$ cat config.mk
export PLATFORM = sky130hd
export DESIGN_NAME = pip_dpath
export DESIGN_NICKNAME = d
export VERILOG_FILES = /design/src/rtl/pip_pkg.sv /design/src/rtl/pip_dpath.sv
export SDC_FILE = /design/constraint.sdc
export NUM_CORES = 2
export LEC_CHECK = 0
export ABC_CLOCK_PERIOD_IN_PS = 30100
export BUFFER_PORTS_ARGS = -buffer_cell sky130_fd_sc_hd__buf_2
export CAP_MARGIN = 10
export CORE_UTILIZATION = 25
export CTS_BUF_LIST = sky130_fd_sc_hd__clkbuf_2 sky130_fd_sc_hd__clkbuf_4 sky130_fd_sc_hd__clkbuf_8
export DETAILED_ROUTE_END_ITERATION = 16
export PLACE_DENSITY = 0.46
export SYNTH_ARGS = -nofsm -noshare
export SYNTH_HDL_FRONTEND = slang
export SYNTH_SLANG_ARGS = --single-unit
$ cat constraint.sdc
create_clock -name aclk -period 30.1 [get_ports aclk]
set_clock_uncertainty 0.2 [all_clocks]
set_input_delay 6.02 -clock aclk [delete_from_list [all_inputs] [get_ports aclk]]
set_output_delay 6.02 -clock aclk [all_outputs]
set_load 0.005 [all_outputs]
$ cat src/rtl/pip_pkg.sv
// Shared constants, types and helpers of the point-in-polygon block.
`timescale 1ns / 1ps

package pip_pkg;

    localparam int MAX_VERTICES = 64;
    localparam int COORD_BITS   = 24;
    localparam int ADDR_BITS    = $clog2(MAX_VERTICES);
    localparam int NUM_BITS     = $clog2(MAX_VERTICES + 1);
    localparam int CFG_BITS     = 7;
    localparam int DIFF_BITS    = COORD_BITS + 1;
    localparam int PROD_BITS    = 2 * DIFF_BITS;
    localparam int VERT_BITS    = 2 * COORD_BITS;
    localparam int IDX_IN_BITS  = 6;

    // Input tdata layout: vertex_index, coord_x, coord_y, padded to whole bytes
    localparam int X_LSB        = IDX_IN_BITS;
    localparam int Y_LSB        = IDX_IN_BITS + COORD_BITS;
    localparam int S_DATA_BITS  = ((Y_LSB + COORD_BITS + 7) / 8) * 8;

    typedef logic [S_DATA_BITS-1:0] s_data_t;

    // Item kinds carried on tuser
    localparam logic KIND_LOAD  = 1'b0;
    localparam logic KIND_QUERY = 1'b1;

    // Register word index
    localparam logic REG_VERTEX_COUNT = 1'b0;

    typedef enum logic [2:0] {
        S_IDLE,
        S_PREV,
        S_MUL1,
        S_MUL2,
        S_CMP,
        S_DONE
    } state_t;

    // Controls from the sequencer to the datapath and output stage
    typedef struct packed {
        logic start;
        logic load_prev;
        logic cap_cur;
        logic first;
        logic mul_en;
        logic mul_sel;
        logic hold_en;
        logic cmp_en;
        logic out_load;
    } ctrl_t;

    function automatic logic signed [DIFF_BITS-1:0] sext_d(logic signed [COORD_BITS-1:0] v);
        return {v[COORD_BITS-1], v};
    endfunction

endpackage

$ cat src/rtl/pip_dpath.sv
// Datapath: shared multiplier, crossing parity and bounding box.
`timescale 1ns / 1ps

module pip_dpath (
    input  logic                                     aclk,
    input  logic                                     aresetn,
    input  pip_pkg::ctrl_t                           ctrl,
    input  logic signed [pip_pkg::COORD_BITS-1:0]    point_x,
    input  logic signed [pip_pkg::COORD_BITS-1:0]    point_y,
    input  logic [pip_pkg::VERT_BITS-1:0]            rd_data,
    output logic                                     parity,
    output logic                                     in_box
);

    localparam int C = pip_pkg::COORD_BITS;

    logic signed [C-1:0] px_reg, py_reg;
    logic signed [C-1:0] prev_x_reg, prev_y_reg, cur_x_reg, cur_y_reg;
    logic signed [C-1:0] min_x_reg, max_x_reg, min_y_reg, max_y_reg;
    logic signed [C-1:0] rd_x, rd_y;
    logic signed [pip_pkg::DIFF_BITS-1:0] op_a, op_b;
    logic signed [pip_pkg::PROD_BITS-1:0] prod_next, prod_reg, hold_reg;
    logic parity_reg, box_vld_reg;
    logic straddle, dy_pos, left;

    assign rd_x = signed'(rd_data[C-1:0]);
    assign rd_y = signed'(rd_data[2*C-1:C]);

    // Operand select: (px - x1) * (y2 - y1), then (x2 - x1) * (py - y1)
    always_comb begin
        if (!ctrl.mul_sel) begin
            op_a = pip_pkg::sext_d(px_reg) - pip_pkg::sext_d(rd_x);
            op_b = pip_pkg::sext_d(prev_y_reg) - pip_pkg::sext_d(rd_y);
        end else begin
            op_a = pip_pkg::sext_d(prev_x_reg) - pip_pkg::sext_d(cur_x_reg);
            op_b = pip_pkg::sext_d(py_reg) - pip_pkg::sext_d(cur_y_reg);
        end
    end

    assign prod_next = pip_pkg::PROD_BITS'(op_a) * pip_pkg::PROD_BITS'(op_b);

    // Edge test on the registered products
    assign straddle = (cur_y_reg > py_reg) != (prev_y_reg > py_reg);
    assign dy_pos   = prev_y_reg > cur_y_reg;
    assign left     = dy_pos ? (hold_reg < prod_reg) : (prod_reg < hold_reg);

    always_ff @(posedge aclk) begin
        if (ctrl.start) begin
            px_reg <= point_x;
            py_reg <= point_y;
        end
        if (ctrl.load_prev) begin
            prev_x_reg <= rd_x;
            prev_y_reg <= rd_y;
        end
        if (ctrl.cap_cur) begin
            cur_x_reg <= rd_x;
            cur_y_reg <= rd_y;
        end
        if (ctrl.cmp_en) begin
            prev_x_reg <= cur_x_reg;
            prev_y_reg <= cur_y_reg;
        end
        if (ctrl.mul_en) begin
            prod_reg <= prod_next;
        end
        if (ctrl.hold_en) begin
            hold_reg <= prod_reg;
        end
        // bounding box over the vertices as they are fetched
        if (ctrl.cap_cur) begin
            if (ctrl.first || rd_x < min_x_reg) min_x_reg <= rd_x;
            if (ctrl.first || rd_x > max_x_reg) max_x_reg <= rd_x;
            if (ctrl.first || rd_y < min_y_reg) min_y_reg <= rd_y;
            if (ctrl.first || rd_y > max_y_reg) max_y_reg <= rd_y;
        end
    end

    // Parity and box-valid flags
    always_ff @(posedge aclk) begin
        if (!aresetn) begin
            parity_reg  <= 1'b0;
            box_vld_reg <= 1'b0;
        end else if (ctrl.start) begin
            parity_reg  <= 1'b0;
            box_vld_reg <= 1'b0;
        end else begin
            if (ctrl.cmp_en && straddle && left) begin
                parity_reg <= !parity_reg;
            end
            if (ctrl.cap_cur) begin
                box_vld_reg <= 1'b1;
            end
        end
    end

    assign parity = parity_reg;
    assign in_box = box_vld_reg && (px_reg > min_x_reg) && (px_reg < max_x_reg)
                    && (py_reg > min_y_reg) && (py_reg < max_y_reg);

endmodule

==> results.json <==
{
  "htree_levels": 3,
  "dieArea_mm2": 0.185,
  "synth_nets": 5941,
  "end_kind": "register",
  "clockRootBuffer": "clkbuf_8",
  "synth_flop_cell": "edfxtp_1",
  "rows": 156,
  "clk_path_buf_depth": 3,
  "drc": 0,
  "grt_overflow_total": 0,
  "antenna_left": 0,
  "final_hold_viol_count": 0,
  "dr.pass1.iters": 7,
  "routed_via_density": 4.53,
  "routabilityCongestion": 0.862,
  "portBuffers": 107,
  "ys_seq_elements": 342,
  "cap_violations": 0,
  "vias": 32400,
  "setup_viol": 0,
  "fmax_mhz": 62.0,
  "startpoint_type": "input port",
  "holdBufCountCts": 0,
  "fp.dieH_um": 431,
  "postCtsSetupBuffers": 0,
  "rsz0062_at_grt": "false",
  "finalSetupTns_ns": 0,
  "first_global_vias": 34500,
  "core_area_mm2": 0.182,
  "min_period_ns": 16.12,
  "grt_pass1_wl_um": 204000,
  "status": "finished, final reports clean",
  "grt_usage_pct": 14.3,
  "cts_resized": 0,
  "syn_inst": 4649,
  "synthArstFlopShare_pct": 0,
  "yosys_warnings": 0,
  "clk_pin_slew_worst_paths_ns": 0.06,
  "avgSynthCellArea_um2": 9.88,
  "multi_input_area_mm2": 0.0318,
  "num-fill-cells": 19200,
  "start_util_pct": 25.3,
  "avgRoutedWirePerCell_um": 18.2,
  "cts.sinks": 342,
  "worstPathArrival_ns": 16.39,
  "cts_tree": "built",
  "finalWirelength_um": 131000,
  "ioPinCount": 109,
  "hpwl_um": 108000,
  "setup_ws_ns": 13.98,
  "cp_slowest_cell": "fa_1",
  "layout_common_cells": "inv_1 (911), fa_1 (662), ha_1 (523)",
  "final_common_cell": "inv_1",
  "finalCritPeriodShare_pct": 53.6,
  "critPathKind": "in2reg",
  "ys_seq_area_share_pct": 22.3,
  "grt_max_degree": 59,
  "layout-drive-gt1-share_pct": 7.02,
  "die_x_um": 431,
  "cpMostUsedCell": "inv_1",
  "final-max-slew-violation-count": 0,
  "synth_cell_types": 93,
  "dp_slack_ns": 13.15,
  "area_growth_pct": 10.5,
  "antenna_found_initial": 3,
  "synthesis.area_mm2": 0.0459,
  "hold_class": "reg2reg",
  "cp_slowest_stage_delay_ns": 0.96,
  "critPathMaxFanout": 35,
  "register_area_mm2": 0.0102,
  "synth_enable_flop_cells": 340,
  "fin_nets": 6028,
  "drt_iter0_markers": 1809,
  "clk_latency_ns": 0.78,
  "cts-buffers-inserted": 68,
  "tightest_slew_ns": 1.25,
  "worstPathRequired_ns": 30.37,
  "max_slew_margin_pct": 16.3
}
[metrics by stage]
| step | std cells | area, um^2 | utilization, % | hold WS, ns |
|---|---|---|---|---|
| floorplan | 4649 | 45900 | - | 0.226 |
| global placement | 7036 | 49300 | 27.2 | 0.233 |
| detailed placement | 7036 | 49300 | 27.2 | 0.245 |
| CTS | 7159 | 50700 | 28.0 | 0.259 |
| global route | 7163 | 50800 | 28.0 | 0.269 |
| finish | 7163 | 50800 | 28.0 | 0.256 |
[logic make-up (layout without fill, tap and decap cells)]
group,count (synthesis),in the layout,share of synthesized area (%)
other,0,4,0
and+or+nand+nor,1170,1170,11.9
xor gates and xnor gates,112,112,2.14
adders and majority gates,1185,1185,43.1
buffers and inverters,1047,1187,8.66
DFF,342,342,22.3
AOI/OAI and AO/OA,752,752,10.9
muxes,41,41,0.957
[worst paths after layout]
kind	slack (ns)	endpoint	start	cells past startpoint
hold / removal	0.26	hold_reg[11]	prod_reg[11]	0
setup / recovery	13.98	prod_reg[47]	rd_data[4]	32
hold reg to reg	0.26	hold_reg[11]	prod_reg[11]	0
setup reg to reg	18.94	prod_reg[47]	px_reg[0]	33
[routing by layer]
metal  global-route usage (%)  up-vias  wire length (um)
met5                        0        -                10
met4                     3.70        2              3160
li1                         -    15400                 -
met1                     19.3    16200             61400
met2                     23.9      636             61000
met3                     1.83      150              5060
[final cells by class]
cell class	count	share of cell area [%]
Multi-Input combinational cell	3260	62.7
Sequential cell	342	20.2
Inverter	912	6.74
Tap cell	2370	5.84
Clock buffer	89	2.18
Timing Repair Buffer	152	1.73
Clock inverter	34	0.638
Antenna cell	4	0.0197
[synthesized netlist by cell type (11+ instances only)]
| cell type | instances | area [um^2] |
|---|---|---|
| inv_1 | 911 | 3420 |
| mux2i_1 | 21 | 210 |
| nor3_1 | 40 | 200 |
| edfxtp_1 | 340 | 10200 |
| ha_1 | 523 | 6540 |
| a211oi_1 | 34 | 255 |
| a21o_1 | 123 | 923 |
| o211ai_1 | 20 | 150 |
| nand3_1 | 43 | 215 |
| o21bai_1 | 14 | 105 |
| a21boi_0 | 11 | 82.6 |
| o21a_1 | 40 | 300 |
| xor2_1 | 35 | 307 |
| buf_2 | 14 | 70.1 |
| or2_2 | 15 | 93.8 |
| nor2b_1 | 58 | 363 |
| nand4_1 | 65 | 407 |
| o21ai_0 | 160 | 801 |
| o21ai_1 | 13 | 65.1 |
| nand2b_1 | 49 | 307 |
| and3_1 | 18 | 113 |
| xnor2_1 | 77 | 674 |
| a31oi_1 | 25 | 156 |
| mux2_2 | 19 | 214 |
| nand2_1 | 515 | 1930 |
| clkbuf_1 | 107 | 402 |
| fa_1 | 662 | 13300 |
| a21oi_1 | 181 | 906 |
| and2_1 | 93 | 582 |
| o31a_1 | 11 | 96.3 |
| nor2_1 | 220 | 826 |
[worst max-delay path, delay by kind of cell]
family / cells / cell delay [ns]
fa+ha+maj: 8 / 4.24
compound gates: 11 / 3.76
buf+inv: 8 / 1.18
simple gates: 4 / 1.03
xor+xnor: 1 / 0.12
Power is not shown: default switching activity piles up to over one toggle a cycle in this logic, so the estimate is an artifact.
